### src/hdl/ffha_pkg.sv
// ----------------------------------------------------------------------------
// ffha_pkg
// Types and constants shared by the first-fit heap allocator modules.
// ----------------------------------------------------------------------------
package ffha_pkg;

    // Default heap size in bytes.
    localparam int HEAP_BYTES_DEFAULT = 65536;

    // Width of walk pointers and block sizes. Merged sizes and pointer sums
    // may pass 16 bits before the range checks see them.
    localparam int PW = 18;

    localparam logic [15:0] SPLIT_THR_RESET = 16'd64;

    // Byte address of the split threshold register.
    localparam logic [1:0] ADDR_SPLIT_THR = 2'd0;

    typedef enum logic {
        OP_ALLOC   = 1'b0,
        OP_RELEASE = 1'b1
    } op_t;

    typedef enum logic [1:0] {
        ST_OK       = 2'd0,
        ST_NO_SPACE = 2'd1,
        ST_BAD_FREE = 2'd2
    } status_t;

    typedef enum logic [3:0] {
        S_CLEAR,
        S_IDLE,
        S_REL_RD,
        S_REL_CHK,
        S_ALC_CHK,
        S_ALC_RD,
        S_ALC_HDR,
        S_ALC_SPLIT,
        S_ALC_DONE
    } state_t;

    // Commands from the controller to the datapath.
    typedef struct packed {
        logic    clr_step;   // write one word of the clearing pass
        logic    load;       // capture a new word and rewind the walk
        logic    rd_walk;    // read the header at the walk pointer
        logic    step_used;  // skip a used block
        logic    step_free;  // free block too small: merge and move on
        logic    wr_fit;     // write the header of the allocated block
        logic    wr_split;   // write the header of the split-off remainder
        logic    rd_rel;     // read the header of the block to release
        logic    wr_rel;     // clear the used bit of that header
        logic    finish;     // present a result
        logic    fin_addr;   // result carries the allocated address
        status_t fin_status;
    } dp_cmd_t;

    // Status from the datapath to the controller.
    typedef struct packed {
        logic clr_last;
        logic req_ovf;
        logic p_oob;
        logic hdr_end;
        logic hdr_used;
        logic fit;
        logic split;
        logic rel_bad;
    } dp_stat_t;

endpackage

### src/hdl/ffha_ctrl.sv
// ----------------------------------------------------------------------------
// ffha_ctrl
// Controller: sequences the clearing pass, the header walk and release.
// ----------------------------------------------------------------------------
module ffha_ctrl
    import ffha_pkg::*;
(
    input  logic     clk,
    input  logic     rst_n,
    input  logic     start,
    input  logic     operation,
    input  dp_stat_t stat,
    output dp_cmd_t  cmd,
    output logic     busy
);

    state_t state_reg;
    state_t state_next;

    always_comb
    begin
        state_next = state_reg;
        unique case (state_reg)
            S_CLEAR:
            begin
                if (stat.clr_last)
                begin
                    state_next = S_IDLE;
                end
            end
            S_IDLE:
            begin
                if (start)
                begin
                    state_next = (operation == OP_RELEASE) ? S_REL_RD : S_ALC_CHK;
                end
            end
            S_REL_RD:
            begin
                state_next = stat.rel_bad ? S_IDLE : S_REL_CHK;
            end
            S_REL_CHK:
            begin
                state_next = S_IDLE;
            end
            S_ALC_CHK:
            begin
                state_next = stat.req_ovf ? S_IDLE : S_ALC_RD;
            end
            S_ALC_RD:
            begin
                state_next = stat.p_oob ? S_IDLE : S_ALC_HDR;
            end
            S_ALC_HDR:
            begin
                priority if (stat.hdr_end)
                begin
                    state_next = S_IDLE;
                end
                else if (stat.hdr_used || !stat.fit)
                begin
                    state_next = S_ALC_RD;
                end
                else
                begin
                    state_next = stat.split ? S_ALC_SPLIT : S_ALC_DONE;
                end
            end
            S_ALC_SPLIT:
            begin
                state_next = S_ALC_DONE;
            end
            S_ALC_DONE:
            begin
                state_next = S_IDLE;
            end
            default:
            begin
                state_next = S_IDLE;
            end
        endcase
    end

    always_comb
    begin
        cmd            = '0;
        cmd.fin_status = ST_OK;
        unique case (state_reg)
            S_CLEAR:
            begin
                cmd.clr_step = 1'b1;
            end
            S_IDLE:
            begin
                cmd.load = start;
            end
            S_REL_RD:
            begin
                if (stat.rel_bad)
                begin
                    cmd.finish     = 1'b1;
                    cmd.fin_status = ST_BAD_FREE;
                end
                else
                begin
                    cmd.rd_rel = 1'b1;
                end
            end
            S_REL_CHK:
            begin
                cmd.finish     = 1'b1;
                cmd.wr_rel     = stat.hdr_used;
                cmd.fin_status = stat.hdr_used ? ST_OK : ST_BAD_FREE;
            end
            S_ALC_CHK:
            begin
                if (stat.req_ovf)
                begin
                    cmd.finish     = 1'b1;
                    cmd.fin_status = ST_NO_SPACE;
                end
            end
            S_ALC_RD:
            begin
                if (stat.p_oob)
                begin
                    cmd.finish     = 1'b1;
                    cmd.fin_status = ST_NO_SPACE;
                end
                else
                begin
                    cmd.rd_walk = 1'b1;
                end
            end
            S_ALC_HDR:
            begin
                priority if (stat.hdr_end)
                begin
                    cmd.finish     = 1'b1;
                    cmd.fin_status = ST_NO_SPACE;
                end
                else if (stat.hdr_used)
                begin
                    cmd.step_used = 1'b1;
                end
                else if (!stat.fit)
                begin
                    cmd.step_free = 1'b1;
                end
                else
                begin
                    cmd.wr_fit = 1'b1;
                end
            end
            S_ALC_SPLIT:
            begin
                cmd.wr_split = 1'b1;
            end
            S_ALC_DONE:
            begin
                cmd.finish   = 1'b1;
                cmd.fin_addr = 1'b1;
            end
            default:
            begin
                cmd = '0;
            end
        endcase
    end

    always_ff @(posedge clk or negedge rst_n)
    begin
        if (!rst_n)
        begin
            state_reg <= S_CLEAR;
        end
        else
        begin
            state_reg <= state_next;
        end
    end

    assign busy = (state_reg != S_IDLE);

endmodule

### config.mk
export PLATFORM = sky130hd
export DESIGN_NAME = ffha_ctrl
export DESIGN_NICKNAME = d
export VERILOG_FILES = /design/src/hdl/ffha_pkg.sv /design/src/hdl/ffha_ctrl.sv
export SDC_FILE = /design/constraint.sdc
export NUM_CORES = 1
export LEC_CHECK = 0
export BUFFER_PORTS_ARGS = -buffer_cell sky130_fd_sc_hd__buf_4
export CAP_MARGIN = 20
export CORE_AREA = 2 2 39 41
export CTS_CLUSTER_DIAMETER = 100
export DETAILED_ROUTE_END_ITERATION = 16
export DIE_AREA = 0 0 41 43
export PLACE_DENSITY = 0.78
export SKIP_CTS_REPAIR_TIMING = 1
export SLEW_MARGIN = 40
export SYNTH_ARGS = -nofsm -noshare
export SYNTH_HDL_FRONTEND = slang
export SYNTH_SLANG_ARGS = --single-unit
### constraint.sdc
create_clock -name clk -period 2.49 [get_ports clk]
set_input_delay 0.249 -clock clk [delete_from_list [all_inputs] [get_ports clk]]
set_output_delay 0.249 -clock clk [all_outputs]
set_load 0.1 [all_outputs]
==> results.md, run 1 <==
- Status: finished, final reports clean
- Crit path buf inv count: 1
- Routed wire length: 1324 µm
- Max FFs per register: 4
- Rows: 14
- FF/Latch Area: 100.1 µm²
- Worst Hold Class: input port to flop
- GP Congestion: 0.8001
- RSZ-0062 raised after global routing: false
- CP peak stage delay: 670 ps
- Hold EP: state_reg[3]
- Synthesized area per cell: 7.931 µm²
- Final hold violations: 0
- Layout cells sized above 1: 0.4432
- CP Capture Type: primary output
- DR vias: 558
- H-tree depth: 1
- Net Count, Synth: 74
- R2r endpoint: state_reg[1]
- Hold Startpoint: stat[1]
- Largest net degree at the start of global routing: 18
- Die area: 1763 µm²
- First-pass DRT Iterations: 4
- Worst-path clk slew: 40 ps
- Most common cell after layout, fill and taps aside: buf_4
- Root Driver: clkbuf_4
- Area Growth Syn to Fin: 51.14%
- Slew @ Worst Pin: 533.6 ps
- XOR/XNOR Fraction of Synth Area: 0
- CP delay by family, top: flip-flops
- # fillers: 140
- Fin nets: 102
- Worst path cell trace: mux2_2 -> a22oi_1 -> nor2_1 -> buf_4
- Minimum clock period: 2199 ps
- CTS sink cnt: 4
- Worst Path Arrival: 1950 ps
- Warnings, synthesis: 0
- Reg2Reg Depth: 3
- # setup viols final: 0
- Crit-path slowest cell: dfrtp_1
- Iteration-0 DRC count of the detailed router: 7
- Synth Area in Simple Gates: 0.4885
- Core box area: 1384 µm²
- Top Ports: 26
- CTS tree: done
- Number of max-cap violations: 0
- Antenna viol nets, final: 0
- Most frequent cells in the layout: buf_4, nor2_1, nand2_1
- Cell taking the most area after synthesis: dfrtp_1
- Wirelength per Cell: 12.73 µm
- Synth top area cells: dfrtp_1, nor2_1, a31oi_1
- Worst-path maximum fanout: 17
- Final Slew Violations: 0
- WS Path Type: flop to primary output
- Worst EP required: 2240 ps
- GRT overflow: 0
- DRC: 0
- Die X: 41 µm
- Design area: 743.2 µm²
- Hold Crit Depth: 2
- Chip height: 43 µm
- Reg2Reg Setup Slack: 960 ps
- #FFs+latches synth: 4
- DP Area: 710.7 µm²
- Mapped Area: 491.7 µm²
- Final period utilization: 0.8831
- GR Util All Layers: 0.1690
- Multi-input logic area: 387.9 µm²
- Later-pin clock latency in the skew report: 240 ps
- Worst Skew: 4.492 ps
- Starting Density: 0.3553
- Top-area cell type share of the netlist area: 0.2036
- Largest family of logic cells by synthesized area: simple AND/OR/NAND/NOR gates
- Vias in the first global route: 486
- First-pass GRT wire length: 2021 µm
- Worst r2r src: state_reg[2]
- Cts bufs inserted: 3
- Syn Inst Count: 62
- Mux cell area share after synthesis: 0.02290
- Post-synthesis compound-gate area fraction: 0.2137
- Startpoint types: flop
- Ant. Diodes: 0
- Synth unique cells: 31
- Antenna violations before repair: 0
- IO Port Bufs: 25
- Post-Synth Adder-Cell Area: 0
- Via/cell ratio: 5.365
- Hpwl dp: 1026 µm
- Fmax: 0.4547 GHz
- Seq/Total Area, Yosys: 0.2036
- Clock tree buffer depth: 2
- Relative slew slack: 0.6442
==> cell families (layout without fill, tap and decap cells) <==
kind of cell           after synthesis  in the layout
muxes                                1              1
and+or+nand+nor                     37             37
AOI/OAI and AO/OA                   13             13
buffers and inverters                7             33
DFF                                  4              4
==> per-layer routing <==
metal,up-vias,wire length [µm],GRT usage
li1,280,-,-
met1,258,606,0.2265
met2,18,636,0.2406
met3,2,56,0.03141
met4,0,25,0.1000
met5,-,0,0
==> worst max-delay path by stage <==
| stage | from | end | slack, ps | depth (start not counted) |
|---|---|---|---|---|
| 3_5_place_dp | state_reg[0] | cmd[0] | 560 | 4 |
| 5_1_grt | state_reg[0] | cmd[0] | 190 | 4 |
| 2_1_floorplan | state_reg[1] | state_reg[0] | -270 | 4 |
| 6_report | state_reg[0] | cmd[0] | 290 | 4 |
| 4_1_cts | state_reg[0] | cmd[0] | 310 | 4 |
| 3_3_place_gp | state_reg[0] | cmd[0] | 600 | 4 |
==> metrics by stage <==
step | worst slack [ps] | hold slack (ps) | TNS, ps | std cells | utilization
6_report | 291.0 | 251.0 | 0 | 104 | 0.5371
5_1_grt | 189.2 | 244.4 | 0 | 104 | 0.5371
4_1_cts | 307.8 | -215.4 | 0 | 103 | 0.5298
3_5_place_dp | 563.8 | 45.11 | 0 | 100 | 0.5136
3_3_place_gp | 604.4 | 45.91 | 0 | 100 | 0.5136
2_1_floorplan | -269.6 | -46.59 | -328.9 | 62 | -
==> cells in the mapped netlist, drive strengths merged <==
library cell  instances
and2b                 1
o32ai                 1
or2                   1
nor4                  1
nor2                  7
nor3                  1
a41oi                 1
nor2b                 3
mux2                  1
or3                   2
o21ai                 2
a22oi                 1
nor3b                 4
nand4                 1
inv                   4
nor4b                 1
o31ai                 2
nand2b                4
a31oi                 4
nand2                 6
and3b                 2
and4bb                1
o211ai                2
dfrtp                 4
and3                  2
buf                   3
==> worst reg2reg max path, cell delays in order, from the launching register on <==
cell	delay [ps]
dfrtp_1	580
nand2b_1	290
or3_4	450
a31oi_1	130
==> final cells by class <==
class / count / share of cell area
clock buffers: 3 / 0.03030
inverters: 4 / 0.02020
multi-input cells: 51 / 0.5219
flip-flops and latches: 4 / 0.1347
well taps: 16 / 0.02694
repair buffers: 26 / 0.2660
Power of run 1 is not shown: default switching activity piles up to over one toggle a cycle in this logic, so the estimate is an artifact.
==> run 2, diff against run 1 <==
--- a/config.mk
+++ b/config.mk
@@ -7,11 +7,10 @@
 export LEC_CHECK = 0
 export BUFFER_PORTS_ARGS = -buffer_cell sky130_fd_sc_hd__buf_4
 export CAP_MARGIN = 20
-export CORE_AREA = 2 2 39 41
+export CORE_UTILIZATION = 35
 export CTS_CLUSTER_DIAMETER = 100
 export DETAILED_ROUTE_END_ITERATION = 16
-export DIE_AREA = 0 0 41 43
-export PLACE_DENSITY = 0.78
+export PLACE_DENSITY = 0.75
 export SKIP_CTS_REPAIR_TIMING = 1
 export SLEW_MARGIN = 40
 export SYNTH_ARGS = -nofsm -noshare
==> run 2 against run 1 <==
Worst setup slack better by 94 ps. Highest routed layer unchanged. Critical endpoint is now cmd[10]. Largest cell class unchanged. Critical path depth stayed put. Wire length is 3.0% lower. First-iteration DRC count is 14% lower.
==> results.md, run 2 (synthesis results as in run 1) <==
- Status: finished, final reports clean
- Fin Hold WS: 249.4 ps
- Worst-path maximum fanout: 11
- Multi-input logic area: 387.9 µm²
- Final period utilization: 0.8453
- IO Port Bufs: 25
- R2r endpoint: state_reg[2]
- Wirelength per Cell: 12.35 µm
- FF/Latch Area: 100.1 µm²
- Starting Density: 0.3779
- Hpwl dp: 1040 µm
- Worst-path clk slew: 40 ps
- Antenna viol nets, final: 0
- Vias in the first global route: 454
- Worst path cell trace: nand2b_1 -> or3_4 -> inv_1 -> buf_4
- Number of cells on the critical path: 4
- Worst Path Arrival: 1860 ps
- Core box area: 1301 µm²
- Antenna violations before repair: 0
- Iteration-0 DRC count of the detailed router: 6
- H-tree depth: 1
- Crit-path slowest cell: dfrtp_1
- CTS tree: done
- Layout cells sized above 1: 0.4494
- Setup total negative slack: 0 ps
- GP Congestion: 0.8045
- Worst Skew: 6.169 ps
- Startpoint types: flop
- Ant. Diodes: 0
- Most frequent cells in the layout: buf_4, nor2_1, nand2_1
- Fmax: 0.4751 GHz
- Cts bufs inserted: 3
- Die X: 39.48 µm
- CP Capture Type: primary output
- First-pass GRT wire length: 1973 µm
- Crit path buf inv count: 2
- Area Growth Syn to Fin: 52.42%
- Slew @ Worst Pin: 454.0 ps
- Fin nets: 103
- Finished Core Util: 0.5760
- Most common cell after layout, fill and taps aside: buf_4
- Relative slew slack: 0.6973
- First-pass DRT Iterations: 3
- Root Driver: clkbuf_4
- DRC: 0
- # fillers: 121
- DP Area: 716.9 µm²
- Via/cell ratio: 5.423
- Final Slew Violations: 0
- Worst Hold Class: input port to flop
- Chip height: 39.48 µm
- # setup viols final: 0
- Max FFs per register: 4
- RSZ-0062 raised after global routing: false
- Design area: 749.5 µm²
- Minimum clock period: 2105 ps
- Reg2Reg Setup Slack: 1010 ps
- Clock tree buffer depth: 2
- GR Util All Layers: 0.1873
- Later-pin clock latency in the skew report: 240 ps
- Number of max-cap violations: 0
- Rows: 13
- Routed wire length: 1284 µm
- CTS sink cnt: 4
- CP endpoint: cmd[10]
- Die area: 1559 µm²
- DR vias: 564
- GRT overflow: 0
- CP peak stage delay: 570 ps
- Reg2Reg Depth: 3
- Top Ports: 26
- Worst r2r src: state_reg[2]
- Final hold violations: 0
- WS Path Type: flop to primary output
- Worst EP required: 2240 ps
- Crit. Startpoint: state_reg[2]
- CP delay by family, top: simple AND/OR/NAND/NOR gates
- Largest net degree at the start of global routing: 15
-- run 2: cell type report --
type                            count  share of cell area
Sequential cell                     4              0.1336
Timing Repair Buffer               27              0.2738
Tap cell                           15             0.02504
Clock buffer                        3             0.03005
Multi-Input combinational cell     51              0.5175
Inverter                            4             0.02003
-- run 2: metal layers --
layer	vias to the layer above	track usage	share of wire
met1	257	0.2355	0.44
met4	0	0.05172	0.0086
li1	283	-	-
met2	22	0.3197	0.50
met3	2	0.03409	0.048
met5	-	0	0
-- run 2: stage by stage --
| stage | cells | setup slack, ps |
|---|---|---|
| 2_1_floorplan | 62 | -269.6 |
| 3_3_place_gp | 100 | 683.4 |
| 3_5_place_dp | 100 | 632.4 |
| 4_1_cts | 103 | 379.2 |
| 5_1_grt | 104 | 261.5 |
| 6_report | 104 | 385.2 |
-- run 2: worst min-delay path by stage --
stage	from	to	slack (ps)	cells past startpoint
6_report	stat[1]	state_reg[3]	250	2
5_1_grt	stat[1]	state_reg[3]	240	2
4_1_cts	rst_n	state_reg[1]	-210	1
3_5_place_dp	rst_n	state_reg[0]	40	1
3_3_place_gp	rst_n	state_reg[1]	50	1
2_1_floorplan	rst_n	state_reg[0]	-50	0
Power of run 2 is left out for the same reason.
