==> src/hdl/ffha_pkg.sv <==
// ----------------------------------------------------------------------------
// ffha_pkg
// Types and constants shared by the first-fit heap allocator modules.
// ----------------------------------------------------------------------------
package ffha_pkg;

    // Default heap size in bytes.
    localparam int HEAP_BYTES_DEFAULT = 65536;

    // Width of walk pointers and block sizes. Merged sizes and pointer sums
    // may pass 16 bits before the range checks see them.
    localparam int PW = 18;

    localparam logic [15:0] SPLIT_THR_RESET = 16'd64;

    // Byte address of the split threshold register.
    localparam logic [1:0] ADDR_SPLIT_THR = 2'd0;

    typedef enum logic {
        OP_ALLOC   = 1'b0,
        OP_RELEASE = 1'b1
    } op_t;

    typedef enum logic [1:0] {
        ST_OK       = 2'd0,
        ST_NO_SPACE = 2'd1,
        ST_BAD_FREE = 2'd2
    } status_t;

    typedef enum logic [3:0] {
        S_CLEAR,
        S_IDLE,
        S_REL_RD,
        S_REL_CHK,
        S_ALC_CHK,
        S_ALC_RD,
        S_ALC_HDR,
        S_ALC_SPLIT,
        S_ALC_DONE
    } state_t;

    // Commands from the controller to the datapath.
    typedef struct packed {
        logic    clr_step;   // write one word of the clearing pass
        logic    load;       // capture a new word and rewind the walk
        logic    rd_walk;    // read the header at the walk pointer
        logic    step_used;  // skip a used block
        logic    step_free;  // free block too small: merge and move on
        logic    wr_fit;     // write the header of the allocated block
        logic    wr_split;   // write the header of the split-off remainder
        logic    rd_rel;     // read the header of the block to release
        logic    wr_rel;     // clear the used bit of that header
        logic    finish;     // present a result
        logic    fin_addr;   // result carries the allocated address
        status_t fin_status;
    } dp_cmd_t;

    // Status from the datapath to the controller.
    typedef struct packed {
        logic clr_last;
        logic req_ovf;
        logic p_oob;
        logic hdr_end;
        logic hdr_used;
        logic fit;
        logic split;
        logic rel_bad;
    } dp_stat_t;

endpackage

==> src/hdl/ffha_cfg.sv <==
// ----------------------------------------------------------------------------
// ffha_cfg
// APB register port holding the split threshold.
// ----------------------------------------------------------------------------
module ffha_cfg
    import ffha_pkg::*;
(
    input  logic        clk,
    input  logic        rst_n,
    input  logic        psel,
    input  logic        penable,
    input  logic        pwrite,
    input  logic [1:0]  paddr,
    input  logic [31:0] pwdata,
    output logic [31:0] prdata,
    output logic        pready,
    output logic [15:0] split_threshold
);

    logic [15:0] split_thr_reg;
    logic [15:0] split_thr_next;

    always_comb
    begin
        split_thr_next = split_thr_reg;
        if (psel && penable && pwrite && (paddr == ADDR_SPLIT_THR))
        begin
            split_thr_next = pwdata[15:0];
        end
    end

    always_ff @(posedge clk or negedge rst_n)
    begin
        if (!rst_n)
        begin
            split_thr_reg <= SPLIT_THR_RESET;
        end
        else
        begin
            split_thr_reg <= split_thr_next;
        end
    end

    assign prdata          = (paddr == ADDR_SPLIT_THR) ? {16'd0, split_thr_reg} : 32'd0;
    assign pready          = 1'b1;
    assign split_threshold = split_thr_reg;

endmodule

==> config.mk <==
export PLATFORM = sky130hd
export DESIGN_NAME = ffha_cfg
export DESIGN_NICKNAME = d
export VERILOG_FILES = /design/src/hdl/ffha_pkg.sv /design/src/hdl/ffha_cfg.sv
export SDC_FILE = /design/constraint.sdc
export NUM_CORES = 1
export LEC_CHECK = 0
export ABC_AREA = 1
export ABC_CLOCK_PERIOD_IN_PS = 1780
export BUFFER_PORTS_ARGS = -buffer_cell sky130_fd_sc_hd__buf_2
export CELL_PAD_IN_SITES_DETAIL_PLACEMENT = 1
export CELL_PAD_IN_SITES_GLOBAL_PLACEMENT = 1
export CORE_MARGIN = 5
export CORE_UTILIZATION = 25
export CTS_CLUSTER_DIAMETER = 150
export CTS_CLUSTER_SIZE = 14
export DETAILED_ROUTE_END_ITERATION = 10
export PLACE_DENSITY = 0.95
export SLEW_MARGIN = 20
export SYNTH_ARGS = -nofsm -noshare
export SYNTH_HDL_FRONTEND = slang
export SYNTH_SLANG_ARGS = --single-unit
==> constraint.sdc <==
create_clock -name clk -period 1.78 [get_ports clk]
set_input_delay 0.356 -clock clk [delete_from_list [all_inputs] [get_ports clk]]
set_output_delay 0.356 -clock clk [all_outputs]
set_load 0.02 [all_outputs]
==> flow_summary.toml, run 1 <==
[status]
status = "complete, no violations"

[drt]
vias = 892
drt_pass1_iterations = 4
wirelength_um = 2700
route.detailed.drc = 0
wl_per_cell_um = 11.9
vias_per_cell = 3.93
drt_iter0_markers = 33
drtAntennaViolNets = 0

[timing]
fin_ws_ps = 337
setup_tns_ps = 0
period_minus_slack_ps = 1440
skew_ps = 0
fmax_ghz = 0.693
fin_crit_sh = 0.810
rsz0062_at_grt = "false"
finalSetupViolations = 0
slew_violations = 0
hold_viol = 0

[layout]
final_cell_mix = "buf_2 (54), nand2_1 (33), inv_1 (17), conb_1 (17)"
syn_to_final_growth_pct = 31.0
antenna_cells = 0
layout_commonest_cell = "buf_2"
final_layout_size_suffix_gt1_frac = 0.363
final_cell_area_mm2 = 0.00123
fin_cells = 227
fin_nets = 219
largest_register_ffs = 16

[floorplan]
ios = 88
core.rowCount = 22
fp.dieArea_mm2 = 0.00508
initial_utilization = 0.257
coreArea_mm2 = 0.00366
die_y_um = 71.3
die_w_um = 71.3

[grt]
antenna_found_initial = 0
grt_pass1_vias = 963
grt_max_degree = 18
gr-total-overflow = 0
grt_usage = 0.106
grt_pass1_wl_um = 4360

[critical_path]
r2r.worst_path.cells = 2
cp-end-kind = "primary output"
critical_path_class = "flop to primary output"
cp.arrival_ps = 1090
crit_fanout = 3
start_kind = "flop"
required_ps = 1420

[worst_hold_path]
hp-class = "primary input to async pin"

[placement]
dpl_cell_area_mm2 = 0.00118
numPortBuffers = 54
pre_cts_ws_ps = 384
place_congestion = 0.750
dpl.hpwl_um = 2180
dp.cells = 223

[pwr]
ir_drop_uv = 227
power_density_mw_per_mm2 = 1010
power_leakage_nw = 0.778

[yosys]
yosys_register_bits = 16
yosysUniqueCellTypes = 12
synth_area_per_cell_um2 = 7.52
ys_warn_count = 0
syn_area_um2 = 940
ys_seq_area_frac = 0.427
netlist_instances = 125

[cts]
post_cts_buffers = 0
path_clk_slew_ps = 60
clockBufferDepth = 2
cts.sinks = 16
cts_buffers = 3
htreeDepth = 1
postCtsResizedCells = 0
insertion_delay_ps = 250
cts_tree = "built"
root_buffer = "clkbuf_8"
cts_hold_buffers = 0

[flow_run]
drv_cap = 0
[kinds of logic after synthesis]
kind of cell,after synthesis,synth area share
simple gates,68,0.317
buf+inv,39,0.248
flops,16,0.427
other cells,2,0.00799
[final cells by class]
cell class              count  area, µm²
flip-flops and latches     16        402
multi-input cells          85        362
repair buffers             56        285
well taps                  48       60.1
fillers                   473       2430
inverters                  18       67.6
clock buffers               4       55.1
[stage by stage]
stage	power (mW)	utilization	hold WS, ps
2_1_floorplan	0.798	-	60.4
3_3_place_gp	0.920	0.321	283
3_5_place_dp	0.941	0.321	289
4_1_cts	1.26	0.336	20.2
5_1_grt	1.33	0.336	32.5
6_report	1.24	0.336	13.3
[synthesized netlist by cell type]
library cell / n / area share
inv_2: 1 / 0.0040
dfstp_2: 1 / 0.028
dfrtp_1: 15 / 0.40
nor2_1: 16 / 0.064
nand2_1: 33 / 0.13
inv_1: 17 / 0.068
nand3_1: 16 / 0.085
nor2_4: 2 / 0.024
conb_1: 2 / 0.0080
buf_6: 2 / 0.024
buf_4: 19 / 0.15
nand2_4: 1 / 0.012
[layer usage]
| metal | GRT usage | vias to the layer above | wire length (µm) |
|---|---|---|---|
| li1 | - | 442 | - |
| met1 | 0.106 | 417 | 970 |
| met2 | 0.211 | 29 | 1540 |
| met3 | 0.0140 | 4 | 148 |
| met4 | 0.0480 | 0 | 36 |
| met5 | 0 | - | 0 |
[power breakdown]
group	switching [mW]	internal, mW	total, mW
clock network	0.122	0.196	0.318
logic	0.293	0.131	0.425
registers	0.0588	0.442	0.501
total	0.474	0.770	1.24
[worst paths after layout]
check                                                     from                        endpoint  slack (ps)
worst max-delay path            split_threshold[6]$_DFFE_PN1P_                       prdata[6]         340
min in group clk                                     pwdata[6]  split_threshold[6]$_DFFE_PN1P_         330
max in group asynchronous                                rst_n  split_threshold[6]$_DFFE_PN1P_        1460
worst max register to register  split_threshold[6]$_DFFE_PN1P_  split_threshold[6]$_DFFE_PN1P_        1050
worst min register to register  split_threshold[6]$_DFFE_PN1P_  split_threshold[6]$_DFFE_PN1P_         490
worst min-delay path                                     rst_n  split_threshold[5]$_DFFE_PN0P_          10
[critical path: stages, from the launching register on]
cell and delay [ps]:
dfstp_2 550, inv_1 40, nor2_1 80, buf_2 170
No activity file was read; power rests on OpenSTA's default activity.
==> inputs of run 2 (changes only) <==
--- a/config.mk
+++ b/config.mk
@@ -5,8 +5,8 @@
 export SDC_FILE = /design/constraint.sdc
 export NUM_CORES = 1
 export LEC_CHECK = 0
-export ABC_AREA = 1
-export ABC_CLOCK_PERIOD_IN_PS = 1780
+export ABC_AREA = 0
+export ABC_CLOCK_PERIOD_IN_PS = 1340
 export BUFFER_PORTS_ARGS = -buffer_cell sky130_fd_sc_hd__buf_2
 export CELL_PAD_IN_SITES_DETAIL_PLACEMENT = 1
 export CELL_PAD_IN_SITES_GLOBAL_PLACEMENT = 1
@@ -15,7 +15,7 @@
 export CTS_CLUSTER_DIAMETER = 150
 export CTS_CLUSTER_SIZE = 14
 export DETAILED_ROUTE_END_ITERATION = 10
-export PLACE_DENSITY = 0.95
+export PLACE_DENSITY = 0.9
 export SLEW_MARGIN = 20
 export SYNTH_ARGS = -nofsm -noshare
 export SYNTH_HDL_FRONTEND = slang
==> constraint.sdc (replaced) <==
create_clock -name clk -period 1.34 [get_ports clk]
set_input_delay 0.268 -clock clk [delete_from_list [all_inputs] [get_ports clk]]
set_output_delay 0.268 -clock clk [all_outputs]
set_load 0.02 [all_outputs]
==> run 2 against run 1 <==
Compared with the run above: power up 35%; worst setup slack worse by 290 ps; utilization up 0.90 points; first-iteration DRC count down 85%; routed wire length down 15%; clock skew unchanged; critical path type unchanged; largest cell class is now multi-input gates.
==> flow_summary.toml, run 2 <==
[yosys]
yosysUniqueCellTypes = 12
yosys_register_bits = 16
synth_ff_type = "dfrtp_1"
synth_most_common_cell = "buf_4"
synth_common_cells = "buf_4 (17), and2_1 (16), dfrtp_1 (15)"
synthArstFlopShare = 1.00
synth_area_leader_cell = "dfrtp_1"
syn_area_um2 = 912
synth_edf_count = 0
synth_area_leaders = "dfrtp_1 (41%), mux2_4 (16%), buf_4 (14%), and2_1 (11%), mux2_1 (7.4%)"
ys_warn_count = 0
netlist_instances = 72
ys_seq_area_frac = 0.440
synth_area_per_cell_um2 = 12.7
netlist.area_leader.share = 0.412

[drt]
drtAntennaViolNets = 0
wl_per_cell_um = 12.9
drt_iter0_markers = 5
drt_pass1_iterations = 2
vias = 674
vias_per_cell = 3.81
wirelength_um = 2290
route.detailed.drc = 0

[floorplan]
die_w_um = 70.4
core.rowCount = 22
initial_utilization = 0.253
fp.dieArea_mm2 = 0.00496
ios = 88
die_y_um = 70.4
coreArea_mm2 = 0.00361

[cts]
root_buffer = "clkbuf_8"
clockBufferDepth = 2
htreeDepth = 1
cts_buffers = 3
path_clk_slew_ps = 60
insertion_delay_ps = 250
cts_tree = "built"
cts.sinks = 16

[grt]
grt_max_degree = 17
gr-total-overflow = 0
grt_pass1_wl_um = 3530
grt_usage = 0.0891
antenna_found_initial = 0
grt_pass1_vias = 778

[layout]
antenna_cells = 0
final_cell_mix = "buf_2 (53), conb_1 (17), and2_1 (16)"
final_layout_size_suffix_gt1_frac = 0.566
register_area_um2 = 402
nFillCells = 446
layout_commonest_cell = "buf_2"
multi_input_area_um2 = 404
largest_register_ffs = 16
syn_to_final_growth_pct = 36.5
fin_util = 0.345
fin_nets = 169

[worst_hold_path]
hp-class = "primary input to flop"

[timing]
fin_ws_ps = 44.2
skew_ps = 0
fin_crit_sh = 0.967
fmax_ghz = 0.772
rsz0062_at_grt = "false"
setup_tns_ps = 0
slew_violations = 0
finalSetupViolations = 0
hold_viol = 0
period_minus_slack_ps = 1300

[critical_path]
required_ps = 1070
crit_path_max_incr_delay_ps = 540
cpMaxStageDelayCell = "dfstp_2"
cp.arrival_ps = 1030
cp-end-kind = "primary output"
critical_path_class = "flop to primary output"
path_cells = "and2_1 > buf_4"
crit_fanout = 3
start_kind = "flop"

[placement]
place_congestion = 0.686
dpl.hpwl_um = 1940
numPortBuffers = 54
pre_cts_ws_ps = -45.1

[status]
status = "complete, no violations"

[pwr]
ir_drop_uv = 424
power_leakage_nw = 0.687
power_mw = 1.68
power_density_mw_per_mm2 = 1350

[flow_run]
drv_cap = 0
[run 2: cell types whose count changed after synthesis, moves of 2 or more]
cell,change
and2_1,+16
buf_4,-2
inv_1,-17
mux2_1,+6
mux2_4,+10
nand2_1,-33
nand3_1,-16
nor2_1,-16
[run 2: routing by layer]
layer  vias up  share of wire  global-route usage
met4         0              0              0.0191
li1        311              -                   -
met3         0          0.092              0.0302
met2        36           0.55               0.173
met1       327           0.36              0.0904
met5         -              0                   0
[run 2: worst max-delay path: cells and delay by family, from the launching register on]
kind,cells,cell delay (ps)
buffers and inverters,1,130
AND/OR/NAND/NOR,1,110
flip-flops,1,540
[run 2: path summary, 6_finish.rpt]
kind / from / endpoint / slack [ps] / cells past startpoint
max: split_threshold[6]$_DFFE_PN1P_ / prdata[6] / 40 / 2
min: pwdata[11] / split_threshold[11]$_DFFE_PN0P_ / 240 / 2
max reg2reg: split_threshold[13]$_DFFE_PN0P_ / split_threshold[13]$_DFFE_PN0P_ / 550 / 1
min reg2reg: split_threshold[14]$_DFFE_PN0P_ / split_threshold[14]$_DFFE_PN0P_ / 500 / 1
max in group asynchronous: rst_n / split_threshold[6]$_DFFE_PN1P_ / 580 / 2
min in group asynchronous: rst_n / split_threshold[8]$_DFFE_PN0P_ / 450 / 2
[run 2: area by class of cell]
cell class | instances | area share
sequential | 16 | 0.323
timing repair buffer | 58 | 0.268
multi-input combinational | 51 | 0.325
clock buffer | 4 | 0.0362
tap | 48 | 0.0482
[run 2: kinds of logic (layout without fill, tap and decap cells)]
family                 count (synthesis)  after routing  share of synthesized area
buffers and inverters                 20             62                      0.178
AND/OR/NAND/NOR                       18             18                      0.134
multiplexers                          16             16                      0.239
flip-flops                            16             16                      0.440
other                                  2             17                    0.00823
[run 2: per-stage QoR]
step	cell area [µm²]	hold WS [ps]	cells
3_5_place_dp	1180	213	172
6_report	1240	236	177
2_1_floorplan	968	-27.6	87
3_3_place_gp	1180	203	172
5_1_grt	1240	244	177
4_1_cts	1240	234	177
[run 2: repair_timing]
action / 4_1_cts / 5_1_grt
hold buffers: 1 / 0
resized for setup: 0 / 2
endpoints found under the setup margin: 0 / 2
hold endpoints to repair: 15 / 0
buffers inserted: 0 / 0
[run 2: report_power, final]
| part | switching [mW] | internal, mW |
|---|---|---|
| Combinational | 0.363 | 0.264 |
| Sequential | 0.0745 | 0.602 |
| Clock | 0.164 | 0.210 |
| Total | 0.602 | 1.08 |
==> inputs of run 3 (changes only) <==
--- a/config.mk
+++ b/config.mk
@@ -6,7 +6,7 @@
 export NUM_CORES = 1
 export LEC_CHECK = 0
 export ABC_AREA = 0
-export ABC_CLOCK_PERIOD_IN_PS = 1340
+export ABC_CLOCK_PERIOD_IN_PS = 1400
 export BUFFER_PORTS_ARGS = -buffer_cell sky130_fd_sc_hd__buf_2
 export CELL_PAD_IN_SITES_DETAIL_PLACEMENT = 1
 export CELL_PAD_IN_SITES_GLOBAL_PLACEMENT = 1
==> constraint.sdc (replaced) <==
create_clock -name clk -period 1.4 [get_ports clk]
set_input_delay 0.28 -clock clk [delete_from_list [all_inputs] [get_ports clk]]
set_output_delay 0.28 -clock clk [all_outputs]
set_load 0.02 [all_outputs]
==> run 3 against run 2 <==
Compared with the run above: critical path depth did not move; sequential power fell by 4.3%; register-to-register slack better by 60 ps; via count decreased by 0.30%; cell count is the same; critical path type unchanged; clock skew stayed put; global-route usage is the same; utilization fell by 0.17 points; sequential share of layout area up 0.16 points; clock power is 4% lower; largest cell class unchanged.
==> flow_summary.toml, run 3 (synthesized netlist as in run 2, its figures left out) <==
[layout]
antenna_cells = 0
final_cell_mix = "buf_2 (54), conb_1 (17), and2_1 (16)"
register_area_um2 = 402
layout_commonest_cell = "buf_2"
syn_to_final_growth_pct = 35.8
nFillCells = 446
multi_input_area_um2 = 404
fin_util = 0.344
largest_register_ffs = 16
fin_nets = 169
final_layout_size_suffix_gt1_frac = 0.566
final_cell_area_mm2 = 0.00124

[grt]
grt_pass1_wl_um = 3530
grt_usage = 0.0891
grt_max_degree = 17
grt_pass1_vias = 778
antenna_found_initial = 0
gr-total-overflow = 0

[cts]
cts.sinks = 16
post_cts_buffers = 0
htreeDepth = 1
cts_tree = "built"
insertion_delay_ps = 250
root_buffer = "clkbuf_8"
clockBufferDepth = 2
path_clk_slew_ps = 60
cts_buffers = 3

[timing]
period_minus_slack_ps = 1320
skew_ps = 0
hold_viol = 0
slew_violations = 0
fmax_ghz = 0.755
fin_ws_ps = 75.1
rsz0062_at_grt = "false"
setup_tns_ps = 0
finalSetupViolations = 0
fin_crit_sh = 0.946

[floorplan]
initial_utilization = 0.253
core.rowCount = 22
fp.dieArea_mm2 = 0.00496
ios = 88
die_w_um = 70.4
die_y_um = 70.4
coreArea_mm2 = 0.00361

[critical_path]
cp.arrival_ps = 1040
timing.rr.start = "split_threshold[13]$_DFFE_PN0P_"
crit_fanout = 3
start_kind = "flop"
required_ps = 1120
startpoint = "split_threshold[6]$_DFFE_PN1P_"
critical_path_class = "flop to primary output"
cp-end-kind = "primary output"

[pwr]
power_mw = 1.60
power_density_mw_per_mm2 = 1290
power_leakage_nw = 0.686
ir_drop_uv = 406

[drt]
drt_pass1_iterations = 2
drt_iter0_markers = 5
vias_per_cell = 3.80
wl_per_cell_um = 13.0
vias = 672
drtAntennaViolNets = 0
route.detailed.drc = 0
wirelength_um = 2300

[placement]
pre_cts_ws_ps = 2.85
dpl.hpwl_um = 1940
dpl_cell_area_mm2 = 0.00118
numPortBuffers = 54
place_congestion = 0.686

[worst_hold_path]
hp-class = "primary input to flop"
min_from = "pwdata[11]"

[flow_run]
drv_cap = 0

[status]
status = "complete, no violations"
## run 3: report_power, final
part           switching [mW]  total, mW  internal (mW)
clock network           0.157      0.359          0.201
registers              0.0714      0.647          0.576
logic                   0.347      0.598          0.251
## run 3: path summary, 6_finish.rpt
kind | to | slack (ps) | cells past startpoint
setup / recovery | prdata[6] | 80 | 2
hold / removal | split_threshold[11]$_DFFE_PN0P_ | 250 | 2
setup reg to reg | split_threshold[13]$_DFFE_PN0P_ | 610 | 1
hold reg to reg | split_threshold[14]$_DFFE_PN0P_ | 500 | 1
max in group asynchronous | split_threshold[6]$_DFFE_PN1P_ | 630 | 2
min in group asynchronous | split_threshold[8]$_DFFE_PN0P_ | 470 | 2
## run 3: stage by stage
| stage | std cells | hold slack, ps |
|---|---|---|
| after global placement | 172 | 215 |
| after floorplan | 87 | -15.6 |
| after global routing | 177 | 256 |
| final | 177 | 248 |
| after detailed placement | 172 | 225 |
| after CTS | 177 | 246 |
## run 3: metal layers
metal  vias to the layer above  part of all wire  track usage
met1                       325              0.35       0.0904
met4                         0                 0       0.0191
met2                        36              0.56        0.173
met3                         0             0.092       0.0302
met5                         -                 0            0
li1                        311                 -            -
## run 3: critical path: stages, from the launching register on
cell and delay [ps]:
dfstp_2 540, and2_1 110, buf_2 160
## run 3: cell type report
| class | instances | share of cell area |
|---|---|---|
| Multi-Input combinational cell | 51 | 0.326 |
| Sequential cell | 16 | 0.324 |
| Clock buffer | 4 | 0.0364 |
| Tap cell | 48 | 0.0485 |
| Timing Repair Buffer | 58 | 0.265 |
## run 3: what timing repair did
item                      CTS  global route
hold endpoints to repair   15             0
resized for setup           0             0
hold buffers                1             0
